File: src/hdl/climate_panel_mode_controller_unit_assert.svh
// Assertion macros for the climate panel controller.
// Uses the clk and rst_n names of the module that includes this header.
`ifndef CLIMATE_PANEL_MODE_CONTROLLER_UNIT_ASSERT_SVH
`define CLIMATE_PANEL_MODE_CONTROLLER_UNIT_ASSERT_SVH

// Same-cycle implication, checked out of reset
`define CPMC_ASSERT_NOW(lbl, pre, post) \
    lbl: assert property (@(posedge clk) disable iff (!rst_n) (pre) |-> (post)) \
        else $error("cpmc assertion failed");

// Next-cycle implication, checked out of reset
`define CPMC_ASSERT_NEXT(lbl, pre, post) \
    lbl: assert property (@(posedge clk) disable iff (!rst_n) (pre) |=> (post)) \
        else $error("cpmc assertion failed");

`endif

File: src/hdl/cpmc_pkg.sv
// Shared types and constants for the climate panel controller.
// No dependencies; the design modules refer to it by scoped names, the bench imports it.
package cpmc_pkg;

    // Fan level limits
    localparam logic [3:0] SPEED_MIN = 4'd1;
    localparam logic [3:0] SPEED_MAX = 4'd8;

    // Update flag masks
    localparam logic [4:0] FL_TEMP = 5'b00001;
    localparam logic [4:0] FL_AIR  = 5'b00010;
    localparam logic [4:0] FL_EXT  = 5'b00100;
    localparam logic [4:0] FL_FAN  = 5'b01000;
    localparam logic [4:0] FL_UI   = 5'b10000;

    typedef enum logic [1:0] {
        ST_RESET = 2'd0,
        ST_OFF   = 2'd1,
        ST_ON    = 2'd2
    } status_t;

    // Button event codes
    typedef enum logic [3:0] {
        EV_RESTORE    = 4'd0,
        EV_OFF        = 4'd1,
        EV_AUTO       = 4'd2,
        EV_ECONOMY    = 4'd3,
        EV_RECIRC     = 4'd4,
        EV_TEMP_UP    = 4'd5,
        EV_TEMP_DOWN  = 4'd6,
        EV_OUTSIDE    = 4'd7,
        EV_FAN_UP     = 4'd8,
        EV_FAN_DOWN   = 4'd9,
        EV_AIR_SELECT = 4'd10
    } kind_t;

    // Configuration register indexes
    typedef enum logic [2:0] {
        CFG_PRESET_ECONOMY = 3'd0,
        CFG_PRESET_RECIRC  = 3'd1,
        CFG_PRESET_AIR     = 3'd2,
        CFG_PRESET_TEMP    = 3'd3,
        CFG_PRESET_FAN     = 3'd4,
        CFG_TEMP_FLOOR     = 3'd5,
        CFG_TEMP_CEILING   = 3'd6
    } cfg_idx_t;

    typedef struct packed {
        logic       preset_economy;
        logic       preset_recirculate;
        logic [2:0] preset_air_position;
        logic [7:0] preset_temperature;
        logic [3:0] preset_fan_speed;
        logic [7:0] temperature_floor;
        logic [7:0] temperature_ceiling;
    } cfg_t;

    typedef struct packed {
        status_t    status;
        logic       auto_on;
        logic       economy;
        logic       recirculate;
        logic [7:0] temperature;
        logic [3:0] fan;
        logic [2:0] air;
        logic [4:0] flags;
    } panel_state_t;

    localparam panel_state_t STATE_RESET = '{
        status:      ST_RESET,
        auto_on:     1'b0,
        economy:     1'b0,
        recirculate: 1'b0,
        temperature: 8'd0,
        fan:         4'd0,
        air:         3'd0,
        flags:       5'd0
    };

endpackage

File: src/hdl/cpmc_in_if.sv
// Button event channel: valid/ready handshake with the event payload.
// No dependencies.
interface cpmc_in_if;
    logic       valid;
    logic       ready;
    logic [3:0] kind;
    logic [2:0] air_position;
    logic       last_was_on;
    logic [4:0] clear_mask;

    modport source (output valid, kind, air_position, last_was_on, clear_mask,
                    input ready);
    modport sink   (input valid, kind, air_position, last_was_on, clear_mask,
                    output ready);
endinterface

File: src/hdl/cpmc_out_if.sv
// Panel state channel: valid/ready handshake with the full reported state.
// No dependencies.
interface cpmc_out_if;
    logic       valid;
    logic       ready;
    logic [1:0] unit_status;
    logic       auto_mode;
    logic       economy_mode;
    logic       recirculate_mode;
    logic [7:0] set_temperature;
    logic [3:0] fan_level;
    logic [2:0] air_setting;
    logic [4:0] update_flags;

    modport source (output valid, unit_status, auto_mode, economy_mode, recirculate_mode,
                    set_temperature, fan_level, air_setting, update_flags,
                    input ready);
    modport sink   (input valid, unit_status, auto_mode, economy_mode, recirculate_mode,
                    set_temperature, fan_level, air_setting, update_flags,
                    output ready);
endinterface

File: src/hdl/cpmc_cfg_regs.sv
// Preset and temperature limit registers of the climate panel controller.
// Depends on cpmc_pkg.
module cpmc_cfg_regs (
    input  logic               clk,
    input  logic               rst_n,
    input  logic               cfg_we,
    input  logic [2:0]         cfg_index,
    input  logic [7:0]         cfg_data,
    output cpmc_pkg::cfg_t     cfg
);

    cpmc_pkg::cfg_t cfg_reg;
    cpmc_pkg::cfg_t cfg_next;

    // Register write decode
    always_comb
    begin
        cfg_next = cfg_reg;
        if (cfg_we)
        begin
            case (cfg_index)
                cpmc_pkg::CFG_PRESET_ECONOMY: cfg_next.preset_economy      = cfg_data[0];
                cpmc_pkg::CFG_PRESET_RECIRC:  cfg_next.preset_recirculate  = cfg_data[0];
                cpmc_pkg::CFG_PRESET_AIR:     cfg_next.preset_air_position = cfg_data[2:0];
                cpmc_pkg::CFG_PRESET_TEMP:    cfg_next.preset_temperature  = cfg_data;
                cpmc_pkg::CFG_PRESET_FAN:     cfg_next.preset_fan_speed    = cfg_data[3:0];
                cpmc_pkg::CFG_TEMP_FLOOR:     cfg_next.temperature_floor   = cfg_data;
                cpmc_pkg::CFG_TEMP_CEILING:   cfg_next.temperature_ceiling = cfg_data;
                default:                      cfg_next = cfg_reg;
            endcase
        end
    end

    always_ff @(posedge clk or negedge rst_n)
    begin
        if (!rst_n)
        begin
            cfg_reg.preset_economy      <= 1'b0;
            cfg_reg.preset_recirculate  <= 1'b0;
            cfg_reg.preset_air_position <= 3'd0;
            cfg_reg.preset_temperature  <= 8'd22;
            cfg_reg.preset_fan_speed    <= 4'd1;
            cfg_reg.temperature_floor   <= 8'd16;
            cfg_reg.temperature_ceiling <= 8'd30;
        end
        else
        begin
            cfg_reg <= cfg_next;
        end
    end

    assign cfg = cfg_reg;

endmodule

File: src/hdl/cpmc_next_state.sv
// Next panel state for one button event: flag clear, then the event itself.
// Depends on cpmc_pkg. Purely combinational.
module cpmc_next_state (
    input  cpmc_pkg::panel_state_t cur,
    input  cpmc_pkg::cfg_t         cfg,
    input  logic [3:0]             kind,
    input  logic [2:0]             air_position,
    input  logic                   last_was_on,
    input  logic [4:0]             clear_mask,
    output cpmc_pkg::panel_state_t nxt
);

    logic       is_on;
    logic       auto_next;
    logic [8:0] temp_inc;
    logic [7:0] temp_dec;
    logic [3:0] fan_preset;

    // Saturation helpers
    assign is_on    = (cur.status == cpmc_pkg::ST_ON);
    assign temp_inc = {1'b0, cur.temperature} + 9'd1;
    assign temp_dec = cur.temperature - 8'd1;

    always_comb
    begin
        if (cfg.preset_fan_speed < cpmc_pkg::SPEED_MIN)
            fan_preset = cpmc_pkg::SPEED_MIN;
        else if (cfg.preset_fan_speed > cpmc_pkg::SPEED_MAX)
            fan_preset = cpmc_pkg::SPEED_MAX;
        else
            fan_preset = cfg.preset_fan_speed;
    end

    assign auto_next = is_on ? ~cur.auto_on : cur.auto_on;

    // Event decode
    always_comb
    begin
        nxt       = cur;
        nxt.flags = cur.flags & ~clear_mask;
        case (kind)
            cpmc_pkg::EV_RESTORE:
            begin
                if (last_was_on)
                begin
                    nxt.status = cpmc_pkg::ST_ON;
                    nxt.flags  = nxt.flags | cpmc_pkg::FL_FAN | cpmc_pkg::FL_AIR;
                end
                else
                begin
                    nxt.status = cpmc_pkg::ST_OFF;
                end
                nxt.flags = nxt.flags | cpmc_pkg::FL_UI;
            end
            cpmc_pkg::EV_OFF:
            begin
                if (is_on)
                begin
                    nxt.status = cpmc_pkg::ST_OFF;
                    nxt.flags  = nxt.flags
                               & ~(cpmc_pkg::FL_TEMP | cpmc_pkg::FL_AIR | cpmc_pkg::FL_EXT);
                    nxt.flags  = nxt.flags | cpmc_pkg::FL_FAN;
                end
                nxt.flags = nxt.flags | cpmc_pkg::FL_UI;
            end
            cpmc_pkg::EV_AUTO:
            begin
                nxt.auto_on = auto_next;
                if (auto_next)
                begin
                    nxt.economy     = cfg.preset_economy;
                    nxt.recirculate = cfg.preset_recirculate;
                    nxt.air         = cfg.preset_air_position;
                    nxt.temperature = cfg.preset_temperature;
                    nxt.fan         = fan_preset;
                    nxt.flags       = (nxt.flags | cpmc_pkg::FL_AIR) & ~cpmc_pkg::FL_EXT;
                end
                nxt.status = cpmc_pkg::ST_ON;
                nxt.flags  = nxt.flags | cpmc_pkg::FL_FAN | cpmc_pkg::FL_UI;
            end
            cpmc_pkg::EV_ECONOMY:
            begin
                nxt.auto_on = 1'b0;
                nxt.economy = is_on ? ~cur.economy : 1'b1;
                nxt.status  = cpmc_pkg::ST_ON;
                nxt.flags   = nxt.flags | cpmc_pkg::FL_FAN | cpmc_pkg::FL_UI;
            end
            cpmc_pkg::EV_RECIRC:
            begin
                nxt.auto_on     = 1'b0;
                nxt.recirculate = is_on ? ~cur.recirculate : 1'b1;
                nxt.status      = cpmc_pkg::ST_ON;
                nxt.flags       = nxt.flags | cpmc_pkg::FL_FAN | cpmc_pkg::FL_UI;
            end
            cpmc_pkg::EV_TEMP_UP:
            begin
                nxt.auto_on = 1'b0;
                if (is_on)
                begin
                    // saturate at the ceiling, also from above it
                    if (temp_inc > {1'b0, cfg.temperature_ceiling})
                        nxt.temperature = cfg.temperature_ceiling;
                    else
                        nxt.temperature = temp_inc[7:0];
                    nxt.flags = (nxt.flags | cpmc_pkg::FL_TEMP) & ~cpmc_pkg::FL_EXT;
                end
                nxt.status = cpmc_pkg::ST_ON;
                nxt.flags  = nxt.flags | cpmc_pkg::FL_FAN | cpmc_pkg::FL_UI;
            end
            cpmc_pkg::EV_TEMP_DOWN:
            begin
                nxt.auto_on = 1'b0;
                if (is_on)
                begin
                    // zero has no wrap: it goes to the floor
                    if ((cur.temperature == 8'd0) || (temp_dec < cfg.temperature_floor))
                        nxt.temperature = cfg.temperature_floor;
                    else
                        nxt.temperature = temp_dec;
                    nxt.flags = (nxt.flags | cpmc_pkg::FL_TEMP) & ~cpmc_pkg::FL_EXT;
                end
                nxt.status = cpmc_pkg::ST_ON;
                nxt.flags  = nxt.flags | cpmc_pkg::FL_FAN | cpmc_pkg::FL_UI;
            end
            cpmc_pkg::EV_OUTSIDE:
            begin
                nxt.flags = (nxt.flags ^ cpmc_pkg::FL_EXT) | cpmc_pkg::FL_UI;
            end
            cpmc_pkg::EV_FAN_UP:
            begin
                nxt.auto_on = 1'b0;
                if (is_on && (cur.fan < cpmc_pkg::SPEED_MAX))
                    nxt.fan = cur.fan + 4'd1;
                nxt.status = cpmc_pkg::ST_ON;
                nxt.flags  = nxt.flags | cpmc_pkg::FL_FAN | cpmc_pkg::FL_UI;
            end
            cpmc_pkg::EV_FAN_DOWN:
            begin
                nxt.auto_on = 1'b0;
                if (is_on && (cur.fan > cpmc_pkg::SPEED_MIN))
                    nxt.fan = cur.fan - 4'd1;
                nxt.status = cpmc_pkg::ST_ON;
                nxt.flags  = nxt.flags | cpmc_pkg::FL_FAN | cpmc_pkg::FL_UI;
            end
            cpmc_pkg::EV_AIR_SELECT:
            begin
                nxt.auto_on = 1'b0;
                if (cur.air != air_position)
                begin
                    nxt.air   = air_position;
                    nxt.flags = nxt.flags | cpmc_pkg::FL_AIR;
                end
                nxt.status = cpmc_pkg::ST_ON;
                nxt.flags  = nxt.flags | cpmc_pkg::FL_FAN | cpmc_pkg::FL_UI;
            end
            default:
            begin
                // unused codes: only the flag clear applies
                nxt.flags = cur.flags & ~clear_mask;
            end
        endcase
    end

endmodule

File: src/hdl/climate_panel_mode_controller_unit.sv
// Climate panel mode controller. Each button item accepted on "button" updates the
// panel state and returns the whole state as one item on "panel_state",
// valid in the cycle after acceptance. A new item is taken every cycle as long as the
// state output is free or being taken in the same cycle, so the sustained rate is one
// item per clock; the single state register, which doubles as the output register,
// sets that figure. Configuration registers are to be written by the user through
// cfg_we/cfg_index/cfg_data only while no item is in flight; not enforced by the block.
// Depends on cpmc_pkg, cpmc_in_if, cpmc_out_if, cpmc_cfg_regs, cpmc_next_state and
// the assertion header.
`include "climate_panel_mode_controller_unit_assert.svh"

module climate_panel_mode_controller_unit (
    input  logic              clk,
    input  logic              rst_n,
    input  logic              cfg_we,
    input  logic [2:0]        cfg_index,
    input  logic [7:0]        cfg_data,
    cpmc_in_if.sink           button,
    cpmc_out_if.source        panel_state
);

    cpmc_pkg::cfg_t         cfg;
    cpmc_pkg::panel_state_t state_reg;
    cpmc_pkg::panel_state_t state_next;
    cpmc_pkg::panel_state_t event_state;
    logic                   out_valid_reg;
    logic                   out_valid_next;
    logic                   accept;

    cpmc_cfg_regs u_cfg_regs (
        .clk       (clk),
        .rst_n     (rst_n),
        .cfg_we    (cfg_we),
        .cfg_index (cfg_index),
        .cfg_data  (cfg_data),
        .cfg       (cfg)
    );

    cpmc_next_state u_next_state (
        .cur          (state_reg),
        .cfg          (cfg),
        .kind         (button.kind),
        .air_position (button.air_position),
        .last_was_on  (button.last_was_on),
        .clear_mask   (button.clear_mask),
        .nxt          (event_state)
    );

    // Handshake: take an item whenever the output slot is free or draining
    assign button.ready = !out_valid_reg || panel_state.ready;
    assign accept       = button.valid && button.ready;

    always_comb
    begin
        state_next     = accept ? event_state : state_reg;
        out_valid_next = accept ? 1'b1 : (out_valid_reg && !panel_state.ready);
    end

    always_ff @(posedge clk or negedge rst_n)
    begin
        if (!rst_n)
        begin
            state_reg     <= cpmc_pkg::STATE_RESET;
            out_valid_reg <= 1'b0;
        end
        else
        begin
            state_reg     <= state_next;
            out_valid_reg <= out_valid_next;
        end
    end

    // Result item straight from the state register
    assign panel_state.valid            = out_valid_reg;
    assign panel_state.unit_status      = state_reg.status;
    assign panel_state.auto_mode        = state_reg.auto_on;
    assign panel_state.economy_mode     = state_reg.economy;
    assign panel_state.recirculate_mode = state_reg.recirculate;
    assign panel_state.set_temperature  = state_reg.temperature;
    assign panel_state.fan_level        = state_reg.fan;
    assign panel_state.air_setting      = state_reg.air;
    assign panel_state.update_flags     = state_reg.flags;

    // Fan level never leaves its upper limit
    `CPMC_ASSERT_NOW(a_fan_in_range, 1'b1, state_reg.fan <= cpmc_pkg::SPEED_MAX)
    // An accepted item shows up as a result in the next cycle
    `CPMC_ASSERT_NEXT(a_accept_to_result, accept, out_valid_reg)
    // A stalled result keeps the state, so nothing is lost or overwritten
    `CPMC_ASSERT_NEXT(a_stall_holds_state, out_valid_reg && !panel_state.ready,
                      $stable(state_reg) && out_valid_reg)

endmodule

File: src/flat_wrapper.sv
// flat-port wrapper written by rule: the top's interface ports become plain ports
module climate_panel_mode_controller_unit_flat 
  (clk, rst_n, cfg_we, cfg_index, cfg_data, button_valid, button_kind, button_air_position, button_last_was_on, button_clear_mask, button_ready, panel_state_valid, panel_state_unit_status, panel_state_auto_mode, panel_state_economy_mode, panel_state_recirculate_mode, panel_state_set_temperature, panel_state_fan_level, panel_state_air_setting, panel_state_update_flags, panel_state_ready);
  cpmc_in_if button_i ();
  cpmc_out_if panel_state_i ();
  input  logic clk;
  input  logic rst_n;
  input  logic cfg_we;
  input  logic [2:0] cfg_index;
  input  logic [7:0] cfg_data;
  input wire logic [$bits(button_i.valid)-1:0] button_valid;
  input wire logic [$bits(button_i.kind)-1:0] button_kind;
  input wire logic [$bits(button_i.air_position)-1:0] button_air_position;
  input wire logic [$bits(button_i.last_was_on)-1:0] button_last_was_on;
  input wire logic [$bits(button_i.clear_mask)-1:0] button_clear_mask;
  output wire logic [$bits(button_i.ready)-1:0] button_ready;
  output wire logic [$bits(panel_state_i.valid)-1:0] panel_state_valid;
  output wire logic [$bits(panel_state_i.unit_status)-1:0] panel_state_unit_status;
  output wire logic [$bits(panel_state_i.auto_mode)-1:0] panel_state_auto_mode;
  output wire logic [$bits(panel_state_i.economy_mode)-1:0] panel_state_economy_mode;
  output wire logic [$bits(panel_state_i.recirculate_mode)-1:0] panel_state_recirculate_mode;
  output wire logic [$bits(panel_state_i.set_temperature)-1:0] panel_state_set_temperature;
  output wire logic [$bits(panel_state_i.fan_level)-1:0] panel_state_fan_level;
  output wire logic [$bits(panel_state_i.air_setting)-1:0] panel_state_air_setting;
  output wire logic [$bits(panel_state_i.update_flags)-1:0] panel_state_update_flags;
  input wire logic [$bits(panel_state_i.ready)-1:0] panel_state_ready;
  assign button_i.valid = button_valid;
  assign button_i.kind = button_kind;
  assign button_i.air_position = button_air_position;
  assign button_i.last_was_on = button_last_was_on;
  assign button_i.clear_mask = button_clear_mask;
  assign button_ready = button_i.ready;
  assign panel_state_valid = panel_state_i.valid;
  assign panel_state_unit_status = panel_state_i.unit_status;
  assign panel_state_auto_mode = panel_state_i.auto_mode;
  assign panel_state_economy_mode = panel_state_i.economy_mode;
  assign panel_state_recirculate_mode = panel_state_i.recirculate_mode;
  assign panel_state_set_temperature = panel_state_i.set_temperature;
  assign panel_state_fan_level = panel_state_i.fan_level;
  assign panel_state_air_setting = panel_state_i.air_setting;
  assign panel_state_update_flags = panel_state_i.update_flags;
  assign panel_state_i.ready = panel_state_ready;
  climate_panel_mode_controller_unit u_core (.clk(clk), .rst_n(rst_n), .cfg_we(cfg_we), .cfg_index(cfg_index), .cfg_data(cfg_data), .button(button_i), .panel_state(panel_state_i));
endmodule
File: config.mk
export PLATFORM = sky130hd
export DESIGN_NAME = climate_panel_mode_controller_unit_flat
export DESIGN_NICKNAME = d
export VERILOG_FILES = /design/src/hdl/cpmc_pkg.sv /design/src/hdl/cpmc_in_if.sv /design/src/hdl/cpmc_out_if.sv /design/src/hdl/cpmc_cfg_regs.sv /design/src/hdl/cpmc_next_state.sv /design/src/hdl/climate_panel_mode_controller_unit.sv /design/src/flat_wrapper.sv
export VERILOG_INCLUDE_DIRS = /design/src /design/src/hdl
export SDC_FILE = /design/constraint.sdc
export NUM_CORES = 1
export LEC_CHECK = 0
export BUFFER_PORTS_ARGS = -buffer_cell sky130_fd_sc_hd__buf_2
export CELL_PAD_IN_SITES_DETAIL_PLACEMENT = 0
export CELL_PAD_IN_SITES_GLOBAL_PLACEMENT = 1
export CORE_ASPECT_RATIO = 1.75
export CORE_UTILIZATION = 44
export CTS_CLUSTER_SIZE = 8
export DETAILED_ROUTE_END_ITERATION = 10
export GPL_TIMING_DRIVEN = 0
export PLACE_DENSITY = 0.88
export SLEW_MARGIN = 20
export SYNTH_ARGS = -nofsm -noshare
export SYNTH_HDL_FRONTEND = slang
export SYNTH_SLANG_ARGS = --single-unit
File: constraint.sdc
create_clock -name clk -period 3.75 [get_ports clk]
set_input_delay 0.75 -clock clk [delete_from_list [all_inputs] [get_ports clk]]
set_output_delay 0.75 -clock clk [all_outputs]
set_load 0.03 [all_outputs]
==> results of run 1 <==
synthesized netlist by cell type, types with 9 or more instances:
cell type / count
dfstp_2: 9
inv_1: 23
nor3_1: 32
mux2_2: 34
nor2_1: 32
a21oi_1: 37
nand3_1: 14
dfrtp_1: 50
nand2b_1: 10
xnor2_1: 11
clkbuf_1: 9
o21ai_0: 19
ha_1: 21
nand2_1: 29
layer usage:
metal | routed length, um | global-route usage, % | share of wire [%]
met1 | 3970 | 25.5 | 36
met2 | 5990 | 45.2 | 55
met3 | 384 | 4.07 | 3.5
met4 | 614 | 16.2 | 5.6
met5 | 0 | 0 | 0
path summary, 6_finish.rpt:
path                                                  startpoint                               endpoint  slack, ps
setup / recovery           u_core.panel_state.set_temperature[0]  u_core.panel_state.set_temperature[7]        540
hold / removal                                             rst_n     u_core.panel_state.update_flags[2]        480
setup reg to reg           u_core.panel_state.set_temperature[0]  u_core.panel_state.set_temperature[7]        540
hold reg to reg               u_core.panel_state.update_flags[4]     u_core.panel_state.update_flags[4]        480
max in group asynchronous                                  rst_n               u_core.u_cfg_regs.cfg[9]       2760
min in group clk              u_core.panel_state.update_flags[4]     u_core.panel_state.update_flags[4]        480
power by group:
part / internal, uW / switching [uW]
Clock: 582 / 301
Combinational: 678 / 1060
Sequential: 829 / 170
stage by stage:
step,cells,setup WS (ps)
finish,618,541
global route,618,364
CTS,618,549
detailed placement,602,560
global placement,602,621
floorplan,433,676
cell usage in the layout (no fill, tap or decap), types with 19 or more instances in the layout:
| master | instances |
|---|---|
| nand2_1 | 29 |
| buf_2 | 56 |
| ha_1 | 21 |
| a21oi_1 | 37 |
| inv_1 | 23 |
| mux2_2 | 34 |
| o21ai_0 | 19 |
| dfrtp_1 | 50 |
| nor2_1 | 32 |
| nor3_1 | 32 |
cells by family (layout without fill, tap and decap cells):
group / after synthesis / after routing / share of synthesized area (%)
compound gates: 111 / 111 / 19.4
buf+inv: 42 / 110 / 4.46
xor+xnor: 17 / 17 / 3.71
flops: 59 / 59 / 37.1
mux: 38 / 38 / 10.5
simple gates: 145 / 145 / 18.4
fa+ha+maj: 21 / 21 / 6.54
layout make-up:
type,instances,area [um2],area share (%)
clock inverter,6,90.1,1.90
multi-input combinational,332,2350,49.5
sequential,59,1490,31.4
tap,117,146,3.09
timing repair buffer,52,263,5.54
buffer,19,92.6,1.95
inverter,23,86.3,1.82
clock buffer,10,229,4.83
==> results.md, run 1 <==
- Buffers on Ports: 52
- Dpl hpwl: around 8.3 mm
- Post-route minimum period: roughly 3200 ps
- Die Ht: 128 um
- Final GP Congestion: just under 0.9
- Status: completed
- Synth Warn #: 0
- Synth area leader: dfrtp_1
- Total Wirelength: 11.0 mm
- Die area: 9530 um2
- Post-CTS Setup Inserts: 0
- Setup TNS: 0 ps
- CTS Hold Bufs: 0
- Sink Count: 59
- Ys async rst share: 100%
- Die X: around 74 um
- Fin nets: 546
- Number of synthesized register bits: 59
- Clock skew: approximately 4.7 ps
- Crit-path slowest cell: dfrtp_1
- # rows: 45
- HP Class: input pin to async pin
- Core Util, Final: approximately 54%
- Antenna cell count: 0
- Root buffer cell: clkbuf_16
- CP max stage delay: approximately 420 ps
- Final setup fails: 0
- Crit path top cell by count: ha_1
- Post-DR vias/cell: between 5 and 6
- Post-synth top area share: just over 30%
- H-tree levels: 3
- Cell variety after synth: 64
- Vias: 3607
- Initial core utilization: roughly 46%
- Largest net degree at the start of global routing: 60
- Worst Path Class, Setup: flop to flop
- Core region area: a little under 9000 um2
- Post-synthesis sequential area ratio: between 30% and 40%
- Syn_nets: 483
- Fmax: between 300 and 400 MHz
- Number of flops mapped to enable cells by yosys: 0
- Worst-margin pin slew: between 1000 and 1500 ps
- Fraction of layout cells with a size suffix above 1: between 20% and 30%
- Starting DRT DRC Count: approximately 190
- TritonCTS clock tree: done
- Cell Area, Synth: ~4000 um2
- Final hold vios: 0
- Buf/Inv on CP: 2
- Crit path max fanout: 8
- Number of flip-flops in the largest register: 33
- Max Buffers Root-to-Sink: 2
- Max_slew headroom: 31.1%
- Num ports: 56
- CP Capture Type: flop
- Drt drc: 0
- Vias in the first global route: 3699
- Synthesized instance count: approximately 430
- CTS clk-pin slew, worst paths: ~50 ps
- Design Area, Final: about 4700 um2
- Max Slew Vio Count: 0
- Initial antenna violation count: 0
- Top post-synthesis cells by area: dfrtp_1 (31%), mux2_2 (9.5%), ha_1 (6.5%), dfstp_2 (5.9%), a21oi_1 (4.6%)
- Number of buffers created by CTS: 9
- Filler cells: ~870
- Worst-Skew Late Latency: between 300 and 400 ps
- First-pass GRT wire length: about 18 mm
- CP Data Required Time: ~4000 ps
- VDD IR-drop max: 483 uV
- RSZ-0062 raised after global routing: false
- Resize count post-CTS: 0
- Antenna viol nets, final: 0
- FF-to-FF path depth: 12
- Hold_ws: roughly 480 ps
- Static leakage: around 0.0021 uW
- Cell Area, Placed: 4420 um2
- Critical path, cell by cell: clkbuf_2 -> inv_1 -> ha_1 -> nand2_1 -> xnor2_1 -> ha_1 -> nand2_2 -> or3_4 -> o221ai_4 -> a21oi_2 -> or3_1 -> a41oi_2
- DRT Pass-1 Iters: 5
- Max-cap violations: 0
- GRT overflow: 0
- CP Launch Type: flop
- Final Power: 3620 uW
- Dominant register cell in the synthesized netlist: dfrtp_1
- Avg WL per Cell: ~18 um
- Post-Syn Area per Cell: ~9.3 um2
- Total GRT Usage: between 20% and 30%
- Crit path depth: 12
- Worst Path Arrival: 3450 ps
- Pwr dens: between 700 and 800 nW/um2
- CP top delay family: simple AND/OR/NAND/NOR gates
- Final period util: a little under nine tenths
- Synth-to-layout area growth: 18.1%
No activity file was read; power rests on OpenSTA's default activity.
==> inputs of run 2 (changes only) <==
CORE_UTILIZATION = 46   (was 44)
PLACE_DENSITY = 0.85   (was 0.88)
SYNTH_HIERARCHICAL = 1   (was default)
==> run 2 against run 1 <==
Hold slack lost 7.4 ps; clock power grew 10%; setup slack lost 330 ps; die area grew 7.6%; register-to-register slack lost 330 ps; maximum frequency shrank 9.4%; final area grew 11%; synthesized cell count grew 6.2%; sequential share of layout area shrank 3.2 points; critical path depth is the same; final cell count grew 4.7%; combinational power grew 22%; highest routed layer unchanged.
==> results.md, run 2 <==
- Status: completed
- Static leakage: approximately 0.0024 uW
- Die Ht: roughly 130 um
- Ys async rst share: 100%
- Synth area leader: dfrtp_1
- Worst Path Class, Setup: flop to flop
- Vias in the first global route: a little over 4000
- First-pass GRT wire length: approximately 21 mm
- Final hold vios: 0
- Num ports: between 50 and 60
- Antenna cell count: 0
- Avg WL per Cell: 20.4 um
- Internal power: ~2400 uW
- Clock power frac: between 20% and 30%
- H-tree levels: 3
- Fraction of layout cells with a size suffix above 1: about a quarter
- Crit path max fanout: 9
- Core region area: around 9500 um2
- CP Data Required Time: roughly 4000 ps
- Sequential power share: 25.5%
- Max Buffers Root-to-Sink: 2
- Buffers on Ports: 49
- Final setup fails: 0
- Clock skew: around 5.6 ps
- Most frequent cells in the layout: buf_2 (53), dfrtp_1 (50), inv_1 (32)
- Dominant register cell in the synthesized netlist: dfrtp_1
- Synth-to-layout area growth: 16.8%
- Count leader, synth: dfrtp_1
- Drt drc: 0
- Worst-Skew Late Latency: roughly 330 ps
- TritonCTS clock tree: done
- Cell Area, Synth: roughly 4500 um2
- VDD IR-drop max: approximately 430 uV
- Max_slew headroom: roughly 48%
- Total Wirelength: ~13 mm
- Fin nets: 569
- Max-cap violations: 0
- Sink Count: between 50 and 60
- Starting DRT DRC Count: 351
- CP Capture Type: flop
- Cell variety after synth: 68
- Vias: between 3000 and 4000
- GRT overflow: 0
- Die X: slightly below 80 um
- Antenna viol nets, final: 0
- CP Launch Type: flop
- Number of synthesized register bits: 59
- # rows: 47
- Post-DR vias/cell: 6.10
- Combinational power share: 51.1%
- Largest net degree at the start of global routing: 60
- RSZ-0062 raised after global routing: false
- Root buffer cell: clkbuf_16
- Total GRT Usage: 27.2%
- Post-synthesis sequential area ratio: 32.9%
- Synth Warn #: 6
- DRT Pass-1 Iters: 6
- Final GP Congestion: approximately 1.0
- Dpl hpwl: a little under 10 mm
- Number of buffers created by CTS: 9
- Fmax: roughly 280 MHz
- CTS Hold Bufs: 0
- Post-synth top area share: ~28%
- HP Class: input pin to async pin
- Number of flops mapped to enable cells by yosys: 0
- Number of flip-flops in the largest register: 33
- Placed instance count: approximately 630
- Worst-margin pin slew: just under 800 ps
- Top post-synthesis cells by area: dfrtp_1 (28%), mux2_4 (7.6%), mux2_1 (6.5%), ha_1 (5.5%), dfstp_2 (5.2%)
- Top post-synthesis cells by count: dfrtp_1 (50), inv_1 (32), nand2_1 (29)
- Pwr dens: about 800 nW/um2
- Syn_nets: 509
- Synthesized instance count: 460
- Post-route minimum period: 3540 ps
- Most common cell after layout, fill and taps aside: buf_2
- NetSw: approximately 1800 uW
- Setup TNS: 0 ps
- Worst Path Arrival: between 3000 and 4000 ps
- Post-Syn Area per Cell: ~9.8 um2
- Initial core utilization: about 47%
- Initial antenna violation count: 0
- Net Sw Frac: 42.3%
- Final period util: a little over nine tenths
- Max Slew Vio Count: 0
- Die area: between 10000 and 15000 um2
- CTS clk-pin slew, worst paths: ~60 ps
- Non-filler instance count after layout: around 650
-- run 2: cell types whose count changed after synthesis, sizes merged, moves of 5 or more --
| cell | change |
|---|---|
| nor3 | -23 |
| nor2 | -12 |
| mux2 | +25 |
| o221ai | +7 |
| mux2i | +5 |
| a221oi | +9 |
| o32a | -7 |
| a21oi | -15 |
| o21ai | +5 |
| a32o | +7 |
| inv | +9 |
| clkbuf | +10 |
-- run 2: cell families (layout without fill, tap and decap cells) --
group           Yosys count  after routing  share of synthesized area (%)
mux                      68             68                           18.6
compound gates          109            109                           17.3
simple gates            122            122                           15.8
buf+inv                  64            129                           6.42
xor+xnor                 18             18                           3.49
fa+ha+maj                20             20                           5.53
flops                    59             59                           32.9
-- run 2: final timing paths --
path | cells after the start | startpoint | end | slack [ps]
max in group asynchronous | 1 | rst_n | u_core/u_cfg_regs/cfg[5] | 2720
min reg2reg | 1 | u_core/u_cfg_regs/cfg[11] | u_core/u_cfg_regs/cfg[11] | 490
max | 12 | u_core/panel_state.set_temperature[1] | u_core/panel_state.set_temperature[0] | 210
min | 1 | rst_n | u_core/panel_state.set_temperature[2] | 470
min in group clk | 1 | u_core/u_cfg_regs/cfg[11] | u_core/u_cfg_regs/cfg[11] | 490
max reg2reg | 12 | u_core/panel_state.set_temperature[1] | u_core/panel_state.set_temperature[0] | 210
-- run 2: worst max-delay path, cell delays in order (launching register included) --
cell and delay (ps):
dfrtp_1 390, clkbuf_1 380, inv_1 110, ha_1 400, inv_1 80, ha_1 280
a2111o_1 410, a211oi_4 400, or2_1 170, buf_6 130, mux2i_1 100, o31a_1 300
mux2_4 260
-- run 2: layer usage --
| layer | track usage (%) | vias up | wire length, um |
|---|---|---|---|
| li1 | - | 1807 | - |
| met1 | 27.8 | 1941 | 4650 |
| met2 | 49.3 | 151 | 7170 |
| met3 | 4.73 | 49 | 484 |
| met4 | 18.9 | 0 | 889 |
| met5 | 0 | - | 0 |
-- run 2: final cells by class --
type,instances,area [um2]
buffer,32,173
clock buffer,10,239
clock inverter,6,113
fill,917,4240
inverter,32,120
multi-input combinational,337,2750
sequential,59,1490
tap,122,153
timing repair buffer,49,248
-- run 2: through the flow --
step | hold slack [ps] | util [%] | worst slack [ps] | cell area [um2] | power, uW
2_1_floorplan | 454 | - | 303 | 4520 | 2560
5_1_grt | 510 | 55.5 | 65.9 | 5290 | 4400
4_1_cts | 494 | 55.5 | 120 | 5280 | 4150
6_report | 473 | 55.5 | 208 | 5290 | 4150
3_5_place_dp | 482 | 51.7 | 4.49 | 4920 | 3120
3_3_place_gp | 477 | 51.7 | 24.7 | 4920 | 3060
-- run 2: timing repair --
| item | CTS | global route |
|---|---|---|
| buffers inserted | 0 | 0 |
| gates cloned | 0 | 0 |
| endpoints found under the setup margin | 2 | 8 |
| resized for setup | 1 | 4 |
-- run 2: power groups by stage --
stage                     Sequential, uW  Combinational (uW)  Clock, uW
after floorplan                     1190                1360          0
after global placement              1060                2000          0
after detailed placement            1060                2060          0
after CTS                           1050                2090        998
after global routing                1090                2290       1020
final                               1060                2120        971
